==> config.mk <==
export PLATFORM = sky130hd
export DESIGN_NAME = discrepancy_kernel_product
export DESIGN_NICKNAME = d
export VERILOG_FILES = /design/src/rtl/core/dkp_pkg.sv /design/src/rtl/core/dkp_ctrl.sv /design/src/rtl/core/dkp_datapath.sv /design/src/rtl/core/discrepancy_kernel_product.sv
export SDC_FILE = /design/constraint.sdc
export NUM_CORES = 2
export LEC_CHECK = 0
export BUFFER_PORTS_ARGS = -buffer_cell sky130_fd_sc_hd__buf_2
export CAP_MARGIN = 20
export CORE_ASPECT_RATIO = 2
export CORE_MARGIN = 2
export CORE_UTILIZATION = 35
export DETAILED_ROUTE_END_ITERATION = 12
export MAX_ROUTING_LAYER = met4
export PLACE_DENSITY = 0.6
export SYNTH_ARGS = -nofsm -noshare
export SYNTH_HDL_FRONTEND = slang
export SYNTH_SLANG_ARGS = --single-unit
==> constraint.sdc <==
create_clock -name i_clk -period 13.8 [get_ports i_clk]
set_clock_uncertainty 0.2 [all_clocks]
set_input_delay 3.45 -clock i_clk [delete_from_list [all_inputs] [get_ports i_clk]]
set_output_delay 3.45 -clock i_clk [all_outputs]
set_load 0.005 [all_outputs]
==> src/rtl/core/dkp_pkg.sv <==
// Package for the discrepancy kernel product block: beat types, fixed-point
// constants, configuration codes, controller states and command/status structs.
// No dependencies.
`timescale 1ns / 1ps

package dkp_pkg;

    // Fixed-point formats.
    localparam int COORD_FRAC_BITS   = 16;
    localparam int PRODUCT_FRAC_BITS = 32;
    localparam int COORD_W           = COORD_FRAC_BITS + 1;      // Q0.F plus the 1.0 code
    localparam int TERM_W            = COORD_FRAC_BITS + 2;      // Q2.F
    localparam int PROD_W            = 56;                       // Q24.32
    localparam int NUM_W             = 2 * COORD_FRAC_BITS + 4;  // exact term numerator
    localparam int CENT_W            = COORD_FRAC_BITS + 4;

    // Shared multiplier: product halves by the term.
    localparam int MUL_A_W  = PROD_W / 2;
    localparam int MUL_B_W  = TERM_W;
    localparam int MUL_P_W  = MUL_A_W + MUL_B_W;
    localparam int FULL_W   = PROD_W + TERM_W + 1;

    localparam logic [COORD_W-1:0] COORD_ONE  = COORD_W'(1) << COORD_FRAC_BITS;
    localparam logic [COORD_W-1:0] COORD_HALF = COORD_W'(1) << (COORD_FRAC_BITS - 1);
    localparam logic [PROD_W-1:0]  PROD_ONE   = PROD_W'(1) << PRODUCT_FRAC_BITS;
    localparam logic [PROD_W-1:0]  PROD_MAX   = {PROD_W{1'b1}};

    // Configuration port.
    localparam int CFG_IDX_W  = 2;
    localparam int CFG_DATA_W = 2;
    localparam logic [CFG_IDX_W-1:0] REG_KERNEL_TYPE = CFG_IDX_W'(0);
    localparam logic [CFG_IDX_W-1:0] REG_TERM_KIND   = CFG_IDX_W'(1);

    localparam logic [1:0] KT_STAR = 2'd0;
    localparam logic [1:0] KT_SYMM = 2'd1;
    localparam logic [1:0] KT_CENT = 2'd2;

    localparam logic TK_TWO_POINT = 1'b0;
    localparam logic TK_ONE_POINT = 1'b1;

    typedef struct packed {
        logic [COORD_W-1:0] coord_a;
        logic [COORD_W-1:0] coord_b;
        logic               last_coord;
    } t_in_beat;

    typedef struct packed {
        logic [PROD_W-1:0] kernel_value;
        logic              saturated;
    } t_out_beat;

    typedef enum logic [2:0] {
        ST_IDLE,
        ST_SQ,
        ST_TERM,
        ST_LO,
        ST_HI,
        ST_ACC
    } t_state;

    typedef enum logic [1:0] {
        MUL_SQ,
        MUL_LO,
        MUL_HI
    } t_mul_sel;

    typedef struct packed {
        logic     load;
        logic     mul_en;
        t_mul_sel mul_sel;
        logic     term_en;
        logic     commit;
    } t_dp_cmd;

    typedef struct packed {
        logic last;
        logic one_point;
        logic out_full;
    } t_dp_status;

endpackage

==> src/rtl/core/dkp_ctrl.sv <==
// Sequencing state machine for the discrepancy kernel product block.
// Depends on dkp_pkg for states and the command/status structs.
`timescale 1ns / 1ps

module dkp_ctrl (
    input  logic                i_clk,
    input  logic                i_rst_n,
    input  logic                i_in_valid,
    input  logic                i_out_stall,
    input  dkp_pkg::t_dp_status i_status,
    output logic                o_in_stall,
    output dkp_pkg::t_dp_cmd    o_cmd
);
    import dkp_pkg::*;

    t_state r_state;
    t_state n_state;
    logic   can_commit;

    // A last beat may only retire when the output register is free or draining.
    assign can_commit = !i_status.last || !i_status.out_full || !i_out_stall;

    always_ff @(posedge i_clk) begin
        if (!i_rst_n) begin
            r_state <= ST_IDLE;
        end else begin
            r_state <= n_state;
        end
    end

    always_comb begin
        n_state = r_state;
        unique case (r_state)
            ST_IDLE: begin
                if (i_in_valid) begin
                    n_state = i_status.one_point ? ST_SQ : ST_TERM;
                end
            end
            ST_SQ:   n_state = ST_TERM;
            ST_TERM: n_state = ST_LO;
            ST_LO:   n_state = ST_HI;
            ST_HI:   n_state = ST_ACC;
            ST_ACC: begin
                if (!can_commit) begin
                    n_state = ST_ACC;
                end else if (i_in_valid) begin
                    n_state = i_status.one_point ? ST_SQ : ST_TERM;
                end else begin
                    n_state = ST_IDLE;
                end
            end
            default: n_state = ST_IDLE;
        endcase
    end

    always_comb begin
        o_cmd      = '0;
        o_cmd.mul_sel = MUL_SQ;
        o_in_stall = 1'b1;
        unique case (r_state)
            ST_IDLE: begin
                o_in_stall = 1'b0;
                o_cmd.load = i_in_valid;
            end
            ST_SQ: begin
                o_cmd.mul_en  = 1'b1;
                o_cmd.mul_sel = MUL_SQ;
            end
            ST_TERM: begin
                o_cmd.term_en = 1'b1;
            end
            ST_LO: begin
                o_cmd.mul_en  = 1'b1;
                o_cmd.mul_sel = MUL_LO;
            end
            ST_HI: begin
                o_cmd.mul_en  = 1'b1;
                o_cmd.mul_sel = MUL_HI;
            end
            ST_ACC: begin
                o_cmd.commit = can_commit;
                o_in_stall   = !can_commit;
                o_cmd.load   = can_commit && i_in_valid;
            end
            default: begin
                o_in_stall = 1'b1;
            end
        endcase
    end

endmodule

==> src/rtl/core/dkp_datapath.sv <==
// Datapath of the discrepancy kernel product block: configuration registers,
// coordinate registers, term logic, shared multiplier, running product, output register.
// Depends on dkp_pkg.
`timescale 1ns / 1ps

module dkp_datapath (
    input  logic                            i_clk,
    input  logic                            i_rst_n,
    input  logic                            i_cfg_valid,
    input  logic [dkp_pkg::CFG_IDX_W-1:0]   i_cfg_index,
    input  logic [dkp_pkg::CFG_DATA_W-1:0]  i_cfg_data,
    input  dkp_pkg::t_in_beat               i_in_data,
    input  logic                            i_out_stall,
    input  dkp_pkg::t_dp_cmd                i_cmd,
    output dkp_pkg::t_dp_status             o_status,
    output logic                            o_out_valid,
    output dkp_pkg::t_out_beat              o_out_data
);
    import dkp_pkg::*;

    logic [1:0]          r_kernel_type;
    logic                r_term_kind;
    logic [COORD_W-1:0]  r_x;
    logic [COORD_W-1:0]  r_y;
    logic                r_last;
    logic [MUL_P_W-1:0]  r_mul;
    logic [MUL_P_W-1:0]  r_plo;
    logic [TERM_W-1:0]   r_term;
    logic [PROD_W-1:0]   r_prod;
    logic                r_ovf;
    logic                r_out_valid;
    t_out_beat           r_out;

    logic [COORD_W-1:0]  d, m, ex, ey;
    logic [CENT_W-1:0]   s_cent;
    logic [NUM_W-1:0]    num;
    logic [TERM_W-1:0]   n_term;
    logic [MUL_A_W-1:0]  mul_a;
    logic [MUL_B_W-1:0]  mul_b;
    logic [MUL_P_W-1:0]  n_mul;
    logic [FULL_W-1:0]   full;
    logic                sat;
    logic [PROD_W-1:0]   n_prod;
    logic                n_ovf;
    logic                symm, cent;

    assign symm = (r_kernel_type == KT_SYMM);
    assign cent = (r_kernel_type == KT_CENT);

    always_ff @(posedge i_clk) begin
        if (!i_rst_n) begin
            r_kernel_type <= KT_STAR;
            r_term_kind   <= TK_TWO_POINT;
        end else if (i_cfg_valid) begin
            unique case (i_cfg_index)
                REG_KERNEL_TYPE: r_kernel_type <= i_cfg_data[1:0];
                REG_TERM_KIND:   r_term_kind   <= i_cfg_data[0];
                default: ;
            endcase
        end
    end

    // Coordinates above one are clamped to one when the beat is taken.
    always_ff @(posedge i_clk) begin
        if (i_cmd.load) begin
            r_x    <= (i_in_data.coord_a > COORD_ONE) ? COORD_ONE : i_in_data.coord_a;
            r_y    <= (i_in_data.coord_b > COORD_ONE) ? COORD_ONE : i_in_data.coord_b;
            r_last <= i_in_data.last_coord;
        end
    end

    always_comb begin
        d  = (r_x > r_y) ? r_x - r_y : r_y - r_x;
        m  = (r_x > r_y) ? r_x : r_y;
        ex = (r_x >= COORD_HALF) ? r_x - COORD_HALF : COORD_HALF - r_x;
        ey = (r_y >= COORD_HALF) ? r_y - COORD_HALF : COORD_HALF - r_y;
    end

    // Shared multiplier operand selection.
    always_comb begin
        mul_a = '0;
        mul_b = '0;
        case (i_cmd.mul_sel)
            MUL_SQ: begin
                if (cent) begin
                    mul_a = MUL_A_W'(ex);
                    mul_b = MUL_B_W'(ex);
                end else if (symm) begin
                    mul_a = MUL_A_W'(r_x);
                    mul_b = MUL_B_W'(COORD_ONE - r_x);
                end else begin
                    mul_a = MUL_A_W'(r_x);
                    mul_b = MUL_B_W'(r_x);
                end
            end
            MUL_LO: begin
                mul_a = r_prod[MUL_A_W-1:0];
                mul_b = r_term;
            end
            MUL_HI: begin
                mul_a = r_prod[PROD_W-1:MUL_A_W];
                mul_b = r_term;
            end
            default: ;
        endcase
        n_mul = MUL_P_W'(mul_a) * MUL_P_W'(mul_b);
    end

    always_ff @(posedge i_clk) begin
        if (i_cmd.mul_en) begin
            r_mul <= n_mul;
            if (i_cmd.mul_sel == MUL_HI) begin
                r_plo <= r_mul;
            end
        end
    end

    // Term in Q2.F, rounded once from the exact numerator, ties up.
    always_comb begin
        s_cent = CENT_W'(COORD_ONE) * CENT_W'(2) + CENT_W'(ex) + CENT_W'(ey) - CENT_W'(d)
                 + CENT_W'(1);
        num    = '0;
        n_term = '0;
        if (r_term_kind == TK_TWO_POINT) begin
            if (symm) begin
                n_term = {COORD_ONE - d, 1'b0};
            end else if (cent) begin
                n_term = s_cent[TERM_W:1];
            end else begin
                n_term = {COORD_ONE, 1'b0} - TERM_W'(m);
            end
        end else begin
            if (symm) begin
                num = (NUM_W'(1) << (2 * COORD_FRAC_BITS + 1))
                      + (NUM_W'(r_mul) << 2);
            end else if (cent) begin
                num = (NUM_W'(1) << (2 * COORD_FRAC_BITS + 1))
                      + (NUM_W'(ex) << COORD_FRAC_BITS) - NUM_W'(r_mul);
            end else begin
                num = (NUM_W'(3) << (2 * COORD_FRAC_BITS)) - NUM_W'(r_mul);
            end
            num    = num + (NUM_W'(1) << COORD_FRAC_BITS);
            n_term = num[COORD_FRAC_BITS+1 +: TERM_W];
        end
    end

    always_ff @(posedge i_clk) begin
        if (i_cmd.term_en) begin
            r_term <= n_term;
        end
    end

    // Recombine the two partial products, round off F bits and saturate.
    always_comb begin
        full   = (FULL_W'(r_mul) << MUL_A_W) + FULL_W'(r_plo)
                 + (FULL_W'(1) << (COORD_FRAC_BITS - 1));
        sat    = |full[FULL_W-1:COORD_FRAC_BITS+PROD_W];
        n_prod = sat ? PROD_MAX : full[COORD_FRAC_BITS +: PROD_W];
        n_ovf  = r_ovf | sat;
    end

    always_ff @(posedge i_clk) begin
        if (!i_rst_n) begin
            r_prod <= PROD_ONE;
            r_ovf  <= 1'b0;
        end else if (i_cmd.commit) begin
            if (r_last) begin
                r_prod <= PROD_ONE;
                r_ovf  <= 1'b0;
            end else begin
                r_prod <= n_prod;
                r_ovf  <= n_ovf;
            end
        end
    end

    always_ff @(posedge i_clk) begin
        if (!i_rst_n) begin
            r_out_valid <= 1'b0;
        end else if (i_cmd.commit && r_last) begin
            r_out_valid <= 1'b1;
        end else if (r_out_valid && !i_out_stall) begin
            r_out_valid <= 1'b0;
        end
    end

    always_ff @(posedge i_clk) begin
        if (i_cmd.commit && r_last) begin
            r_out.kernel_value <= n_prod;
            r_out.saturated    <= n_ovf;
        end
    end

    assign o_status.last      = r_last;
    assign o_status.one_point = (r_term_kind == TK_ONE_POINT);
    assign o_status.out_full  = r_out_valid;
    assign o_out_valid        = r_out_valid;
    assign o_out_data         = r_out;

endmodule

==> src/rtl/core/discrepancy_kernel_product.sv <==
// Top level of the discrepancy kernel product block: joins the controller and
// the datapath. Depends on dkp_pkg, dkp_ctrl and dkp_datapath.
//
//   channel   direction  handshake             beat
//   in        input      i_in_valid/o_in_stall  t_in_beat  (coord_a, coord_b, last_coord)
//   out       output     o_out_valid/i_out_stall t_out_beat (kernel_value, saturated)
//   cfg       input      i_cfg_valid/o_cfg_ready index + data (kernel_type, term_kind)
//
// A two-point beat passes the TERM, LO, HI and ACC states to the product update,
// a one-point beat the SQ state first; the next beat is taken on the update cycle
// itself. The order follows the single 28x18 multiplier, used once for the
// one-point square and twice for the two halves of the 56-bit running product.
// Reset is synchronous and active low; it restores the product to one, clears
// the saturation flag and both configuration registers, and empties the output
// register.
// A last beat whose result finds the output register still held stalls the
// input until the waiting result is taken; beats that are not last never wait.
`timescale 1ns / 1ps

module discrepancy_kernel_product (
    input  logic                            i_clk,
    input  logic                            i_rst_n,
    input  logic                            i_in_valid,
    output logic                            o_in_stall,
    input  dkp_pkg::t_in_beat               i_in_data,
    output logic                            o_out_valid,
    input  logic                            i_out_stall,
    output dkp_pkg::t_out_beat              o_out_data,
    input  logic                            i_cfg_valid,
    output logic                            o_cfg_ready,
    input  logic [dkp_pkg::CFG_IDX_W-1:0]   i_cfg_index,
    input  logic [dkp_pkg::CFG_DATA_W-1:0]  i_cfg_data
);
    import dkp_pkg::*;

    t_dp_cmd    cmd;
    t_dp_status status;

    // Configuration writes are taken in any cycle; software writes only when idle.
    assign o_cfg_ready = 1'b1;

    dkp_ctrl u_ctrl (
        .i_clk       (i_clk),
        .i_rst_n     (i_rst_n),
        .i_in_valid  (i_in_valid),
        .i_out_stall (i_out_stall),
        .i_status    (status),
        .o_in_stall  (o_in_stall),
        .o_cmd       (cmd)
    );

    dkp_datapath u_datapath (
        .i_clk       (i_clk),
        .i_rst_n     (i_rst_n),
        .i_cfg_valid (i_cfg_valid),
        .i_cfg_index (i_cfg_index),
        .i_cfg_data  (i_cfg_data),
        .i_in_data   (i_in_data),
        .i_out_stall (i_out_stall),
        .i_cmd       (cmd),
        .o_status    (status),
        .o_out_valid (o_out_valid),
        .o_out_data  (o_out_data)
    );

    // After a beat is taken, the block is busy for at least the next cycle.
    a_busy_after_load: assert property (@(posedge i_clk) disable iff (!i_rst_n)
        cmd.load |=> o_in_stall)
        else $error("input taken while a beat is still in work");

    // Retiring a last beat always presents a result on the next cycle.
    a_result_after_last: assert property (@(posedge i_clk) disable iff (!i_rst_n)
        (cmd.commit && status.last) |=> o_out_valid)
        else $error("last beat retired without a result");

    // A result taken is gone next cycle unless a new one was loaded.
    a_no_repeat: assert property (@(posedge i_clk) disable iff (!i_rst_n)
        (o_out_valid && !i_out_stall && !(cmd.commit && status.last)) |=> !o_out_valid)
        else $error("result delivered twice");

    // A last beat never overwrites a result that is still held.
    a_no_overwrite: assert property (@(posedge i_clk) disable iff (!i_rst_n)
        (cmd.commit && status.last && o_out_valid) |-> !i_out_stall)
        else $error("held result overwritten");

endmodule

==> results.sh <==
export IMPL_gp_congestion=0.9949
export IMPL_io_pins=104
export IMPL_syn_inst=3933
export IMPL_drt_vias_per_instance=5.628
export IMPL_dieWidth_um=224.8
export IMPL_yosys_area_top_type="fa_1"
export IMPL_worstPathMaxFanout=21
export IMPL_hold_viol=0
export IMPL_seq_area_frac_synth=0.2021
export IMPL_startpoint_type="flop"
export IMPL_drv_cap=0
export IMPL_h_tree_depth=1
export IMPL_arrival_ns=12.37
export IMPL_hp_start="u_datapath.r_prod[32]$_SDFFE_PN1P_"
export IMPL_slowest_stage="o311ai_0"
export IMPL_ys_ff_latch=251
export IMPL_crit_type="reg2reg"
export IMPL_rsz0062_at_grt="no"
export IMPL_finalMaxSlewViolations=0
export IMPL_post_cts_buffers=0
export IMPL_rows=162
export IMPL_synthDistinctLibCells=92
export IMPL_synthArstFlopShare=0
export IMPL_synth_area_top_cells="fa_1 (25%), edfxtp_1 (16%), ha_1 (8.0%)"
export IMPL_port_buffer_count=102
export IMPL_syn_num_nets=4628
export IMPL_period_minus_slack_ns=12.22
export IMPL_cts_buffers=28
export IMPL_clock_path_buffers=3
export IMPL_synthFlopType="edfxtp_1"
export IMPL_hpwl_mm=108.5
export IMPL_wl_per_cell_um=25.33
export IMPL_ant_nets=0
export IMPL_antenna_found_initial=1
export IMPL_ctsHoldBuffers=0
export IMPL_yosysWarnings=0
export IMPL_grt_max_degree=61
export IMPL_worstPathRequired_ns=13.95
export IMPL_track_usage=0.2716
export IMPL_design_die_area_um2=100200
export IMPL_drc=0
export IMPL_synth_top_area_frac=0.2545
export IMPL_vias=29320
export IMPL_routed_wl_mm=132.0
export IMPL_n_fill_cell=9748
export IMPL_cpMostUsedCell="fa_1"
export IMPL_synth_edff_count=187
export IMPL_startpoint="u_datapath.r_x[1]$_SDFFCE_PN0P_"
export IMPL_synth_area_um2=34130
export IMPL_cts_tree="yes"
export IMPL_grt_pass1_vias=31080
export IMPL_r2r_start="u_datapath.r_x[1]$_SDFFCE_PN0P_"
export IMPL_fin_tns_setup_ns=0
export IMPL_drt_iter0_markers=1997
export IMPL_detail_route_first_pass_iterations=5
export IMPL_start_util=0.3516
export IMPL_clkTransAtPathRegs_ns=0.07
export IMPL_clk_latency_ns=0.61
export IMPL_syn_area_per_cell_um2=8.679
export IMPL_grt_pass1_wl_mm=193.5
export IMPL_synth_common_cells="inv_1 (636), nand2_1 (520), fa_1 (434), nor2_1 (361), ha_1 (217)"
export IMPL_setup_viol=0
export IMPL_drive_gt1_frac=0.07166
export IMPL_grt_ovfl_total=0
export IMPL_cts_sinks=251
export IMPL_final_period_utilization=0.8856
export IMPL_area_growth_syn_to_layout_pct=8.867
export IMPL_core_area_um2=97090
export IMPL_clock_root_buffer="clkbuf_16"
export IMPL_yosysMostFrequentCell="inv_1"
export IMPL_die_height_um=445.6
export IMPL_final_net_count=4650
export IMPL_cp_slowest_stage_delay_ns=1.00
export IMPL_end_kind="flop"
export IMPL_fmax_mhz=81.82
export IMPL_slew_headroom=0.1810
export IMPL_outcome="completed"
export IMPL_cts_resized=0
export IMPL_hold_path_class="reg2reg"
export IMPL_worst_pin_slew_ns=1.213
routing by layer:
layer  part of all wire  track usage  up-vias
met5                  0            -        -
met4               0.11       0.2488        0
met3              0.044      0.02667      536
met2               0.53       0.4926     1235
met1               0.31       0.2473    14590
li1                   -            -    12960
stage by stage:
stage	area, um^2	worst slack, ns	util	hold slack (ns)	instances
global route	37160	0.9588	0.3827	0.2720	5208
finish	37160	1.578	0.3827	0.2545	5209
floorplan	34130	4.235	-	0.2238	3933
detailed placement	36080	1.750	0.3717	0.2378	5154
CTS	37130	1.708	0.3825	0.2495	5206
global placement	36070	1.897	0.3716	0.2378	5152
worst paths after layout:
kind,slack [ns],depth (start not counted),end
setup / recovery,1.58,33,u_datapath.r_mul[40]$_DFFE_PP_
hold / removal,0.25,2,u_datapath.r_prod[32]$_SDFFE_PN1P_
setup reg to reg,1.58,33,u_datapath.r_mul[40]$_DFFE_PP_
hold reg to reg,0.25,2,u_datapath.r_prod[32]$_SDFFE_PN1P_
state kept, by name, summed over array words and instances (netlist names):
register / flops
u_datapath.r_prod: 56
u_datapath.r_x: 17
u_datapath.r_term: 18
u_datapath.r_kernel_type: 2
u_datapath.r_last: 1
u_datapath.r_ovf: 1
u_ctrl.r_state: 3
u_datapath.r_plo: 31
u_datapath.o_out_data: 57
u_datapath.r_mul: 46
u_datapath.r_term_kind: 1
u_datapath.r_y: 17
u_datapath.o_out_valid: 1
cells by family after synthesis:
family,count (synthesis),share of synthesized area
XOR/XNOR,212,0.05440
multiplexers,29,0.008651
adder cells (fa/ha/maj),653,0.3347
other,1,0.0001099
flip-flops,251,0.2021
AND/OR/NAND/NOR,1273,0.1688
buffers and inverters,819,0.09102
AO/OA/AOI/OAI,695,0.1403
cells in the final DEF, fill, tap and decap left out, types with 70 or more instances in the layout:
| cell type | synthesis | layout |
|---|---|---|
| o21ai_0 | 119 | 119 |
| ha_1 | 217 | 217 |
| fa_1 | 434 | 434 |
| a21oi_1 | 157 | 153 |
| a22o_1 | 70 | 70 |
| inv_1 | 636 | 635 |
| edfxtp_1 | 187 | 187 |
| nand2_1 | 520 | 520 |
| xnor2_1 | 169 | 169 |
| buf_2 | 17 | 104 |
| nor2_1 | 361 | 358 |
critical path: cells and delay by family, from the launching register on:
| kind | cells | cell delay [ns] |
|---|---|---|
| xor gates and xnor gates | 2 | 0.34 |
| and+or+nand+nor | 10 | 2.59 |
| buffers and inverters | 5 | 0.50 |
| adders and majority gates | 8 | 3.82 |
| AOI/OAI and AO/OA | 8 | 3.99 |
| DFF | 1 | 0.47 |
cell type report:
class / instances / area [um^2] / share of cell area
well taps: 1230 / 1539 / 0.04142
clock buffers: 34 / 808.3 / 0.02175
repair buffers: 174 / 1059 / 0.02849
diodes: 2 / 5.005 / 0.0001347
clock inverters: 18 / 241.5 / 0.006499
flip-flops and latches: 251 / 6898 / 0.1856
multi-input cells: 2863 / 24220 / 0.6517
inverters: 637 / 2391 / 0.06435
Power is not shown: default switching activity piles up to over one toggle a cycle in this logic, so the estimate is an artifact.
